==> src/bfha_pkg.sv <==
// Package for the best-fit heap allocator.
// Holds register widths, codes and the sequencer state type; no dependencies.
package bfha_pkg;

  localparam int HDR_W   = 7;
  localparam int PAGE_W  = 17;
  localparam int LIMIT_W = 21;
  localparam int CFG_W   = 21;
  localparam int CIDX_W  = 2;

  typedef enum logic [CIDX_W-1:0] {
    REG_HEADER = 2'd0,
    REG_PAGE   = 2'd1,
    REG_LIMIT  = 2'd2
  } reg_idx_t;

  typedef enum logic {
    OP_ALLOC = 1'b0,
    OP_FREE  = 1'b1
  } opcode_t;

  typedef enum logic [1:0] {
    ST_OK        = 2'd0,
    ST_NO_HEAP   = 2'd1,
    ST_BAD_ADDR  = 2'd2,
    ST_TABLE_FULL = 2'd3
  } status_t;

  typedef enum logic [3:0] {
    S_IDLE,
    S_SCAN,
    S_DECIDE,
    S_DIV,
    S_GROW,
    S_NEXT,
    S_SHIFT,
    S_WR1,
    S_WR2,
    S_RESP
  } state_t;

endpackage

==> src/bfha_if.sv <==
// Request and response channel interfaces of the best-fit heap allocator.
// Valid/ready handshake; no package dependency.
interface bfha_req_if #(parameter int ADDR_BITS = 20);
  logic                 valid;
  logic                 ready;
  logic                 opcode;
  logic [ADDR_BITS-1:0] request_bytes;
  logic [ADDR_BITS-1:0] block_address;
  modport source(output valid, opcode, request_bytes, block_address, input ready);
  modport sink(input valid, opcode, request_bytes, block_address, output ready);
endinterface

interface bfha_rsp_if #(parameter int ADDR_BITS = 20);
  logic                 valid;
  logic                 ready;
  logic [ADDR_BITS-1:0] data_address;
  logic [1:0]           status;
  logic [ADDR_BITS:0]   retained_total;
  modport source(output valid, data_address, status, retained_total, input ready);
  modport sink(input valid, data_address, status, retained_total, output ready);
endinterface

==> src/bfha_ram.sv <==
// Generic simple dual-port RAM: one write port, one registered read port.
// No dependencies.
module bfha_ram #(
  parameter int WIDTH = 8,
  parameter int DEPTH = 16
) (
  input  logic                     clk,
  input  logic                     we,
  input  logic [$clog2(DEPTH)-1:0] waddr,
  input  logic [WIDTH-1:0]         wdata,
  input  logic [$clog2(DEPTH)-1:0] raddr,
  output logic [WIDTH-1:0]         rdata
);

  logic [WIDTH-1:0] mem [DEPTH];

  always_ff @(posedge clk) begin
    if (we) begin
      mem[waddr] <= wdata;
    end
    rdata <= mem[raddr];
  end

endmodule

==> src/best_fit_heap_allocator.sv <==
// Best-fit heap allocator top level; uses bfha_pkg, bfha_req_if/bfha_rsp_if, bfha_ram.
// Segment table held in one RAM of {busy, size}; a sequencer scans, divides and shifts.
//
// One transaction at a time. An exact-fit allocate runs the best-fit scan (one RAM read per
// segment), a decide state and a write state. A split adds a second write state and a
// shift pass that moves the entries behind it up. Growing the heap adds the page division,
// the limit check and the second write state. A free scans to the segment at index k, then
// runs a shift pass that moves entries down when merges occur, and its write; an unknown
// address ends after the scan. Results sit in an output register; the next request is
// taken once the sequencer is back in idle.
module best_fit_heap_allocator #(
  parameter int MAX_SEGMENTS = 64,
  parameter int ADDR_BITS    = 20
) (
  input  logic                          clk,
  input  logic                          rst,
  input  logic                          cfg_we,
  input  logic [bfha_pkg::CIDX_W-1:0]   cfg_index,
  input  logic [bfha_pkg::CFG_W-1:0]    cfg_data,
  bfha_req_if.sink                      in_ch,
  bfha_rsp_if.source                    out_ch
);

  localparam int IW  = $clog2(MAX_SEGMENTS);
  localparam int CW  = $clog2(MAX_SEGMENTS + 1);
  localparam int SW  = ADDR_BITS;
  localparam int EW  = ADDR_BITS + 1;
  localparam int OW  = ADDR_BITS + 2;
  localparam int NW  = ADDR_BITS + 1;
  localparam int LW  = (ADDR_BITS + 3 > 23) ? ADDR_BITS + 3 : 23;
  localparam int DCW = $clog2(NW + 1);
  localparam int PW  = bfha_pkg::PAGE_W;

  logic [bfha_pkg::HDR_W-1:0]   header_bytes;
  logic [PW-1:0]                page_bytes;
  logic [bfha_pkg::LIMIT_W-1:0] heap_limit;

  bfha_pkg::state_t state, state_next;

  logic [CW-1:0]        cnt;
  logic [ADDR_BITS:0]   retained;
  logic                 op;
  logic [SW-1:0]        req;
  logic [SW-1:0]        addr;
  logic [IW-1:0]        k;
  logic [OW-1:0]        off;
  logic                 found;
  logic [IW-1:0]        best;
  logic [SW-1:0]        best_sz;
  logic [OW-1:0]        best_off;
  logic                 prev_busy;
  logic [SW-1:0]        prev_sz;
  logic [SW-1:0]        cur_sz;
  logic [NW-1:0]        dnum;
  logic [PW-1:0]        drem;
  logic [DCW-1:0]       diter;
  logic [IW-1:0]        sp;
  logic [CW-1:0]        nleft;
  logic                 sdir_up;
  logic [1:0]           sdist;
  logic                 pv;
  logic [IW-1:0]        pa;
  logic [IW-1:0]        w1_addr;
  logic [EW-1:0]        w1_data;
  logic                 w2_en;
  logic [IW-1:0]        w2_addr;
  logic [EW-1:0]        w2_data;
  logic [1:0]           st;

  logic                 ram_we;
  logic [IW-1:0]        ram_waddr;
  logic [EW-1:0]        ram_wdata;
  logic [IW-1:0]        ram_raddr;
  logic [EW-1:0]        ram_rdata;

  logic                 r_busy;
  logic [SW-1:0]        r_sz;
  logic [SW:0]          req_h;
  logic [OW-1:0]        off_inc;
  logic                 fit;
  logic                 last;
  logic [PW-1:0]        page_eff;
  logic [PW:0]          dtrial;
  logic [NW-1:0]        num;
  logic [LW-1:0]        grow;
  logic [LW-1:0]        lim;

  bfha_ram #(.WIDTH(EW), .DEPTH(MAX_SEGMENTS)) u_ram (
    .clk  (clk),
    .we   (ram_we),
    .waddr(ram_waddr),
    .wdata(ram_wdata),
    .raddr(ram_raddr),
    .rdata(ram_rdata)
  );

  assign r_busy   = ram_rdata[EW-1];
  assign r_sz     = ram_rdata[SW-1:0];
  assign req_h    = {1'b0, req} + (SW+1)'(header_bytes);
  assign off_inc  = off + OW'(header_bytes) + OW'(r_sz);
  assign fit      = !r_busy && ((req == r_sz) || (req_h < {1'b0, r_sz}))
                    && (!found || (r_sz <= best_sz));
  assign last     = (CW'(k) + CW'(1)) >= cnt;
  assign page_eff = (page_bytes == '0) ? PW'(1) : page_bytes;
  assign dtrial   = {drem, dnum[NW-1]};
  assign num      = NW'(header_bytes) + NW'(header_bytes) + NW'(req);
  assign grow     = LW'(num) - LW'(drem) + LW'(page_eff);
  assign lim      = (LW'(heap_limit) < (LW'(1) << ADDR_BITS)) ? LW'(heap_limit)
                                                              : (LW'(1) << ADDR_BITS);

  assign in_ch.ready = (state == bfha_pkg::S_IDLE);

  always_comb begin
    ram_raddr = '0;
    ram_we    = 1'b0;
    ram_waddr = w1_addr;
    ram_wdata = w1_data;
    case (state)
      bfha_pkg::S_SCAN:  ram_raddr = k + IW'(1);
      bfha_pkg::S_SHIFT: ram_raddr = sp;
      default:           ram_raddr = '0;
    endcase
    case (state)
      bfha_pkg::S_SHIFT: begin
        ram_we    = pv;
        ram_waddr = sdir_up ? pa + IW'(1) : pa - IW'(sdist);
        ram_wdata = ram_rdata;
      end
      bfha_pkg::S_WR1: ram_we = 1'b1;
      bfha_pkg::S_WR2: begin
        ram_we    = 1'b1;
        ram_waddr = w2_addr;
        ram_wdata = w2_data;
      end
      default: ram_we = 1'b0;
    endcase
  end

  always_ff @(posedge clk) begin
    if (rst) begin
      header_bytes <= bfha_pkg::HDR_W'(32);
      page_bytes   <= PW'(4096);
      heap_limit   <= bfha_pkg::LIMIT_W'(1048576);
    end else if (cfg_we) begin
      case (cfg_index)
        bfha_pkg::REG_HEADER: header_bytes <= cfg_data[bfha_pkg::HDR_W-1:0];
        bfha_pkg::REG_PAGE:   page_bytes   <= cfg_data[PW-1:0];
        bfha_pkg::REG_LIMIT:  heap_limit   <= cfg_data[bfha_pkg::LIMIT_W-1:0];
        default: ;
      endcase
    end
  end

  always_ff @(posedge clk) begin
    if (rst) begin
      state <= bfha_pkg::S_IDLE;
    end else begin
      state <= state_next;
    end
  end

  always_comb begin
    state_next = state;
    case (state)
      bfha_pkg::S_IDLE: begin
        if (in_ch.valid) begin
          state_next = (cnt == '0) ? ((in_ch.opcode == bfha_pkg::OP_ALLOC) ?
                       bfha_pkg::S_DECIDE : bfha_pkg::S_RESP) : bfha_pkg::S_SCAN;
        end
      end
      bfha_pkg::S_SCAN: begin
        if (op == bfha_pkg::OP_FREE && off == OW'(addr)) begin
          state_next = bfha_pkg::S_NEXT;
        end else if (last) begin
          state_next = (op == bfha_pkg::OP_ALLOC) ? bfha_pkg::S_DECIDE : bfha_pkg::S_RESP;
        end
      end
      bfha_pkg::S_DECIDE: begin
        if (found) begin
          if (req < best_sz) begin
            state_next = (cnt >= CW'(MAX_SEGMENTS)) ? bfha_pkg::S_RESP : bfha_pkg::S_SHIFT;
          end else begin
            state_next = bfha_pkg::S_WR1;
          end
        end else begin
          state_next = ((cnt + CW'(2)) > CW'(MAX_SEGMENTS) || cnt >= CW'(MAX_SEGMENTS))
                       ? bfha_pkg::S_RESP : bfha_pkg::S_DIV;
        end
      end
      bfha_pkg::S_DIV:   if (diter == '0) state_next = bfha_pkg::S_GROW;
      bfha_pkg::S_GROW: begin
        state_next = ((LW'(retained) + grow) > lim) ? bfha_pkg::S_RESP : bfha_pkg::S_WR1;
      end
      bfha_pkg::S_NEXT:  state_next = bfha_pkg::S_SHIFT;
      bfha_pkg::S_SHIFT: if (nleft == '0 && !pv) state_next = bfha_pkg::S_WR1;
      bfha_pkg::S_WR1:   state_next = w2_en ? bfha_pkg::S_WR2 : bfha_pkg::S_RESP;
      bfha_pkg::S_WR2:   state_next = bfha_pkg::S_RESP;
      bfha_pkg::S_RESP:  if (!out_ch.valid || out_ch.ready) state_next = bfha_pkg::S_IDLE;
      default:           state_next = bfha_pkg::S_IDLE;
    endcase
  end

  always_ff @(posedge clk) begin
    if (rst) begin
      cnt          <= '0;
      retained     <= '0;
      out_ch.valid <= 1'b0;
      pv           <= 1'b0;
    end else begin
      if (out_ch.valid && out_ch.ready && state != bfha_pkg::S_RESP) begin
        out_ch.valid <= 1'b0;
      end
      case (state)
        bfha_pkg::S_IDLE: begin
          op      <= in_ch.opcode;
          req     <= in_ch.request_bytes;
          addr    <= in_ch.block_address;
          k       <= '0;
          off     <= OW'(header_bytes);
          found   <= 1'b0;
          best    <= '0;
          best_sz <= '0;
          prev_busy <= 1'b1;
          prev_sz <= '0;
          w2_en   <= 1'b0;
          pv      <= 1'b0;
          st      <= (in_ch.opcode == bfha_pkg::OP_ALLOC) ? bfha_pkg::ST_OK
                                                          : bfha_pkg::ST_BAD_ADDR;
        end
        bfha_pkg::S_SCAN: begin
          if (op == bfha_pkg::OP_FREE) begin
            if (off == OW'(addr)) begin
              cur_sz <= r_sz;
              st     <= bfha_pkg::ST_OK;
            end else begin
              prev_busy <= r_busy;
              prev_sz   <= r_sz;
              off       <= off_inc;
              k         <= k + IW'(1);
            end
          end else begin
            if (fit) begin
              found    <= 1'b1;
              best     <= k;
              best_sz  <= r_sz;
              best_off <= off;
            end
            off <= off_inc;
            k   <= k + IW'(1);
          end
        end
        bfha_pkg::S_DECIDE: begin
          if (found) begin
            if (req < best_sz) begin
              if (cnt >= CW'(MAX_SEGMENTS)) begin
                st <= bfha_pkg::ST_TABLE_FULL;
              end else begin
                sdir_up <= 1'b1;
                sp      <= cnt[IW-1:0] - IW'(1);
                nleft   <= cnt - CW'(best) - CW'(1);
                cnt     <= cnt + CW'(1);
                w1_addr <= best;
                w1_data <= {1'b1, req};
                w2_en   <= 1'b1;
                w2_addr <= best + IW'(1);
                w2_data <= {1'b0, SW'(best_sz - req - SW'(header_bytes))};
              end
            end else begin
              w1_addr <= best;
              w1_data <= {1'b1, best_sz};
            end
          end else if ((cnt + CW'(2)) > CW'(MAX_SEGMENTS) || cnt >= CW'(MAX_SEGMENTS)) begin
            st <= bfha_pkg::ST_TABLE_FULL;
          end else begin
            dnum  <= num;
            drem  <= '0;
            diter <= DCW'(NW);
          end
        end
        bfha_pkg::S_DIV: begin
          if (diter != '0) begin
            drem  <= (dtrial >= {1'b0, page_eff}) ? PW'(dtrial - {1'b0, page_eff})
                                                  : dtrial[PW-1:0];
            dnum  <= {dnum[NW-2:0], 1'b0};
            diter <= diter - DCW'(1);
          end
        end
        bfha_pkg::S_GROW: begin
          if ((LW'(retained) + grow) > lim) begin
            st <= bfha_pkg::ST_NO_HEAP;
          end else begin
            retained <= (ADDR_BITS+1)'(LW'(retained) + grow);
            best     <= cnt[IW-1:0];
            best_off <= off;
            w1_addr  <= cnt[IW-1:0];
            w1_data  <= {1'b1, req};
            w2_en    <= 1'b1;
            w2_addr  <= cnt[IW-1:0] + IW'(1);
            w2_data  <= {1'b0, SW'(grow - LW'(header_bytes) - LW'(req)
                                    - LW'(header_bytes))};
            cnt      <= cnt + CW'(2);
          end
        end
        bfha_pkg::S_NEXT: begin
          begin
            logic          m, p;
            logic [SW-1:0] nsz;
            m   = ((CW'(k) + CW'(1)) < cnt) && !r_busy;
            p   = (k != '0) && !prev_busy;
            nsz = (p ? prev_sz + SW'(header_bytes) : '0) + cur_sz
                  + (m ? SW'(header_bytes) + r_sz : '0);
            w1_addr <= p ? k - IW'(1) : k;
            w1_data <= {1'b0, nsz};
            sdir_up <= 1'b0;
            sdist   <= 2'(m) + 2'(p);
            sp      <= k + IW'(1) + IW'(m);
            nleft   <= (m || p) ? cnt - CW'(k) - CW'(1) - CW'(m) : '0;
            cnt     <= cnt - CW'(m) - CW'(p);
          end
        end
        bfha_pkg::S_SHIFT: begin
          pv <= (nleft != '0);
          pa <= sp;
          if (nleft != '0) begin
            sp    <= sdir_up ? sp - IW'(1) : sp + IW'(1);
            nleft <= nleft - CW'(1);
          end
        end
        bfha_pkg::S_RESP: begin
          if (!out_ch.valid || out_ch.ready) begin
            out_ch.valid          <= 1'b1;
            out_ch.status         <= st;
            out_ch.data_address   <= (st == bfha_pkg::ST_OK && op == bfha_pkg::OP_ALLOC)
                                     ? best_off[ADDR_BITS-1:0] : '0;
            out_ch.retained_total <= retained;
          end
        end
        default: ;
      endcase
    end
  end

endmodule

==> src/flat_wrapper.sv <==
// flat-port wrapper written by rule: the top's interface ports become plain ports
module best_fit_heap_allocator_flat 
#(
  parameter int MAX_SEGMENTS = 64,
  parameter int ADDR_BITS    = 20
)
  (clk, rst, cfg_we, cfg_index, cfg_data, in_ch_valid, in_ch_opcode, in_ch_request_bytes, in_ch_block_address, in_ch_ready, out_ch_valid, out_ch_data_address, out_ch_status, out_ch_retained_total, out_ch_ready);
  bfha_req_if #(.ADDR_BITS(ADDR_BITS)) in_ch_i ();
  bfha_rsp_if #(.ADDR_BITS(ADDR_BITS)) out_ch_i ();
  input  logic clk;
  input  logic rst;
  input  logic cfg_we;
  input  logic [bfha_pkg::CIDX_W-1:0] cfg_index;
  input  logic [bfha_pkg::CFG_W-1:0] cfg_data;
  input wire logic [$bits(in_ch_i.valid)-1:0] in_ch_valid;
  input wire logic [$bits(in_ch_i.opcode)-1:0] in_ch_opcode;
  input wire logic [$bits(in_ch_i.request_bytes)-1:0] in_ch_request_bytes;
  input wire logic [$bits(in_ch_i.block_address)-1:0] in_ch_block_address;
  output wire logic [$bits(in_ch_i.ready)-1:0] in_ch_ready;
  output wire logic [$bits(out_ch_i.valid)-1:0] out_ch_valid;
  output wire logic [$bits(out_ch_i.data_address)-1:0] out_ch_data_address;
  output wire logic [$bits(out_ch_i.status)-1:0] out_ch_status;
  output wire logic [$bits(out_ch_i.retained_total)-1:0] out_ch_retained_total;
  input wire logic [$bits(out_ch_i.ready)-1:0] out_ch_ready;
  assign in_ch_i.valid = in_ch_valid;
  assign in_ch_i.opcode = in_ch_opcode;
  assign in_ch_i.request_bytes = in_ch_request_bytes;
  assign in_ch_i.block_address = in_ch_block_address;
  assign in_ch_ready = in_ch_i.ready;
  assign out_ch_valid = out_ch_i.valid;
  assign out_ch_data_address = out_ch_i.data_address;
  assign out_ch_status = out_ch_i.status;
  assign out_ch_retained_total = out_ch_i.retained_total;
  assign out_ch_i.ready = out_ch_ready;
  best_fit_heap_allocator #(.MAX_SEGMENTS(MAX_SEGMENTS), .ADDR_BITS(ADDR_BITS)) u_core (.clk(clk), .rst(rst), .cfg_we(cfg_we), .cfg_index(cfg_index), .cfg_data(cfg_data), .in_ch(in_ch_i), .out_ch(out_ch_i));
endmodule
==> config.mk <==
export PLATFORM = sky130hd
export DESIGN_NAME = best_fit_heap_allocator_flat
export DESIGN_NICKNAME = d
export VERILOG_FILES = /design/src/bfha_pkg.sv /design/src/bfha_if.sv /design/src/bfha_ram.sv /design/src/best_fit_heap_allocator.sv /design/src/flat_wrapper.sv
export SDC_FILE = /design/constraint.sdc
export NUM_CORES = 2
export LEC_CHECK = 0
export BUFFER_PORTS_ARGS = -buffer_cell sky130_fd_sc_hd__buf_4
export CORE_AREA = 2 2 448 450
export DETAILED_ROUTE_END_ITERATION = 8
export DIE_AREA = 0 0 450 452
export GPL_TIMING_DRIVEN = 1
export PLACE_DENSITY_LB_ADDON = 0.25
export SLEW_MARGIN = 10
export SYNTH_ARGS = -nofsm -noshare
export SYNTH_HDL_FRONTEND = slang
export SYNTH_SLANG_ARGS = --single-unit
==> constraint.sdc <==
create_clock -name clk -period 11.9 [get_ports clk]
set_clock_uncertainty 0.2 [all_clocks]
set_input_delay 0.595 -clock clk [delete_from_list [all_inputs] [get_ports clk]]
set_output_delay 0.595 -clock clk [all_outputs]
set_load 0.02 [all_outputs]
==> metrics.csv <==
stage;metric;value;unit
run_status;status;complete, no violations;
floorplan;die height;452;um
clock_network;PostCTS Resize Cnt;0;
routing;DRT iter0 DRCs;4522;
floorplan;row count;164;
routing;post-route ant nets;0;
clock_network;clk root buf;clkbuf_16;
worst_setup_path;Setup crit end;u_core.best_off[3]$_DFFE_PP_;
pwr;PD cells;252;nW/um^2
timing;Setup violations, final;0;
yosys;Synth Instances;5686;
clock_network;CTS H-tree lvls;4;
run;max_cap viols;0;
global_route;gr ovfl total;0;
floorplan;Initial Utilization;41.7;%
yosys;net count after synthesis;6167;
worst_setup_path;reg2reg setup slack;0.97;ns
yosys;Mapped Area;82800;sq um
yosys;syn_area_per_cell;14.6;sq um
pwr;internal power;14.6;mW
timing;fmax;91.5;MHz
finish;fin util;47.4;%
clock_network;CTS max path bufs;3;
timing;Final Hold Fails;0;
pwr;sw frac;38.3;%
clock_network;Clk Latency, worst-skew pair;0.83;ns
pwr;Clock Power Share;24.2;%
clock_network;TritonCTS clock tree;done;
finish;Fillers;17200;
clock_network;Setup Fix Bufs, Post-CTS;0;
min_path;Hold Path Class;input port to register;
worst_setup_path;Max stage delay on crit path;0.81;ns
clock_network;TritonCTS Buffers;182;
global_route;initial antenna violation count;6;
routing;First-pass DRT Iterations;6;
timing;fin. max-slew vios;0;
worst_setup_path;Critical Path AT;11.16;ns
worst_setup_path;Reg2Reg Depth;37;
timing;RSZ-0062 raised after global routing;false;
yosys;synth unique cells;94;
floorplan;die area;203000;sq um
routing;DR vias;49500;
place;HPWL Detailed;144;mm
clock_network;Worst-path clk slew;0.06;ns
worst_setup_path;CP endpoint kind;register;
timing;minimum clock period;10.93;ns
pwr;Max VDD drop;0.164;mV
global_route;total global-route track usage;22.1;%
pwr;leakage;32.4;nW
pwr;Reg power frac;35.3;%
global_route;number of global-route vias before repair;49300;
worst_setup_path;reg-to-reg startpoint;u_core.req[1]$_DFFE_PP_;
worst_setup_path;critical path's slowest cell;and2_1;
timing;Tcrit/Tclk final;91.8;%
timing;final setup TNS;0;ns
worst_setup_path;RR Endpoint;u_core.best_off[3]$_DFFE_PP_;
finish;nets;6399;
finish;Synth-to-Final Area Change;13.6;%
routing;drt drc;0;
yosys;post-synthesis sequential area ratio;62.8;%
floorplan;core area;199000;sq um
yosys;yosys warns;0;
floorplan;# IOs;114;
clock_network;Sink Count;1765;
worst_setup_path;CP Class;register to register;
floorplan;Chip Width;450;um
worst_setup_path;critical path fanouts, max;20;
global_route;first-pass GRT wire length;332;mm
place;Placer Congestion;0.919;
worst_setup_path;crit path launch;u_core.req[1]$_DFFE_PP_;
timing;Worst-Margin Slew;1.11;ns
routing;Post-Route WL;227;mm
yosys;Most used DFF post-synth;edfxtp_1;
yosys;flops & latches, synth;1765;
finish;share of layout cells above drive strength 1;16.4;%
timing;Max-slew headroom;25.0;%
global_route;largest net degree at the start of global routing;124;
routing;vias per cell;5.68;
yosys;Async SR Flop Fraction;0;%
routing;WL/cell;26.0;um
pwr;Logic pwr share;40.5;%
place;port bufs;113;
worst_setup_path;CP most frequent cell;ha_1;
yosys;Post-synth EDFFs;1665;
pwr;switching power;9.06;mW
worst_setup_path;Crit path required time;12.13;ns
worst_setup_path;crit path launch type;register;
[cells in the final DEF, fill, tap and decap left out, drive strengths merged, types with 110 or more instances in the layout]
cell type / instances
xnor2: 190
a21oi: 273
mux4: 336
a211oi: 137
ha: 353
and2: 110
clkbuf: 226
edfxtp: 1665
inv: 351
o21ai: 143
nor2: 378
nand2: 452
buf: 240
[through the flow]
step	power (mW)	cell area [sq um]	hold slack, ns	setup slack, ns	std cells
after floorplan	14.7	82800	0.227	1.60	5686
after global placement	17.9	87400	0.244	1.23	8326
after detailed placement	18.0	87400	0.250	1.11	8326
after CTS	23.8	94100	0.0259	1.04	8723
after global routing	25.0	94100	0.0948	0.303	8724
final	23.7	94100	0.116	0.972	8725
[layer usage]
metal	wire, um	vias up	GRT usage [%]	share of wire (%)
li1	-	22100	-	-
met1	93900	25300	29.3	41
met2	111000	1722	36.7	49
met3	14600	379	3.69	6.4
met4	7980	0	7.69	3.5
met5	0	-	0	0
[worst min path at each step]
stage                                                  from                           endpoint  cells past startpoint
after floorplan                      u_core.st[0]$_DFFE_PP_  u_core.out_ch.status[0]$_DFFE_PP_                      0
after global placement    u_core.heap_limit[4]$_SDFFE_PP0P_  u_core.heap_limit[4]$_SDFFE_PP0P_                      2
after detailed placement  u_core.heap_limit[5]$_SDFFE_PP0P_  u_core.heap_limit[5]$_SDFFE_PP0P_                      2
after CTS                                      out_ch_ready       u_core.state[3]$_SDFFE_PP0P_                      4
after global routing                           out_ch_ready       u_core.state[3]$_SDFFE_PP0P_                      4
final                                          out_ch_ready       u_core.state[3]$_SDFFE_PP0P_                      4
[critical path: cells and delay by family (launching register included)]
family,cells,cell delay [ns]
DFF,1,0.57
adders and majority gates,6,2.21
xor gates and xnor gates,3,0.47
and+or+nand+nor,12,3.06
buffers and inverters,1,0.12
AOI/OAI and AO/OA,15,3.88
[timing repair]
item                                    in CTS  in global routing
hold buffers                                64                  0
endpoints found under the setup margin       0                  0
hold endpoints to repair                    91                  0
[registers in the layout (all words and copies together) (netlist names), 17 cells and up]
signal                        flops
u_core.u_ram.rdata               21
u_core.retained                  21
u_core.out_ch.retained_total     21
u_core.addr                      20
u_core.out_ch.data_address       20
u_core.u_ram.mem               1344
u_core.heap_limit                21
u_core.prev_sz                   20
u_core.w2_data                   20
u_core.req                       20
u_core.drem                      17
u_core.page_bytes                17
u_core.w1_data                   21
u_core.off                       22
u_core.cur_sz                    20
u_core.best_off                  20
u_core.dnum                      21
u_core.best_sz                   20
[synthesized netlist by cell type, drive strengths merged (28+ instances only)]
cell | number | area, sq um
fa | 59 | 1180
and2 | 110 | 688
edfxtp | 1665 | 50000
a211oi | 137 | 1040
nor3 | 66 | 340
dfxtp | 100 | 2000
clkbuf | 186 | 698
ha | 353 | 4420
a21oi | 273 | 1380
mux4 | 336 | 7570
nand4 | 34 | 213
nand2 | 452 | 1700
mux2i | 43 | 430
xor2 | 100 | 876
buf | 70 | 345
inv | 344 | 1290
a311oi | 41 | 359
nand3 | 75 | 385
nor2 | 378 | 1420
nor2b | 40 | 250
xnor2 | 190 | 1690
a21o | 69 | 518
o21ai | 143 | 719
nand2b | 31 | 194
a31oi | 57 | 372
a221o | 28 | 280
[final cells by class]
cell class,count,area [sq um],area share (%)
clock inverter,107,1210,1.29
clock buffer,226,4780,5.08
antenna,2,5.00,0.00532
tap,2656,3320,3.53
sequential,1765,52000,55.3
inverter,345,1290,1.38
timing repair buffer,304,2500,2.66
multi-input combinational,3320,29000,30.8
[kinds of logic after synthesis]
kind of cell	after synthesis	synth area share [%]
simple gates	1289	7.15
compound gates	943	7.66
flops	1765	62.8
buf+inv	601	2.82
xor+xnor	290	3.09
mux	386	9.75
fa+ha+maj	412	6.76
[power by group through the flow]
stage	clock network, mW	registers (mW)	logic [mW]
finish	5.72	8.36	9.59
global route	6.06	8.38	10.5
CTS	5.82	8.35	9.59
detailed placement	0	8.47	9.51
global placement	0	8.47	9.44
floorplan	0	8.21	6.50
(Power assumes the default switching activity.)
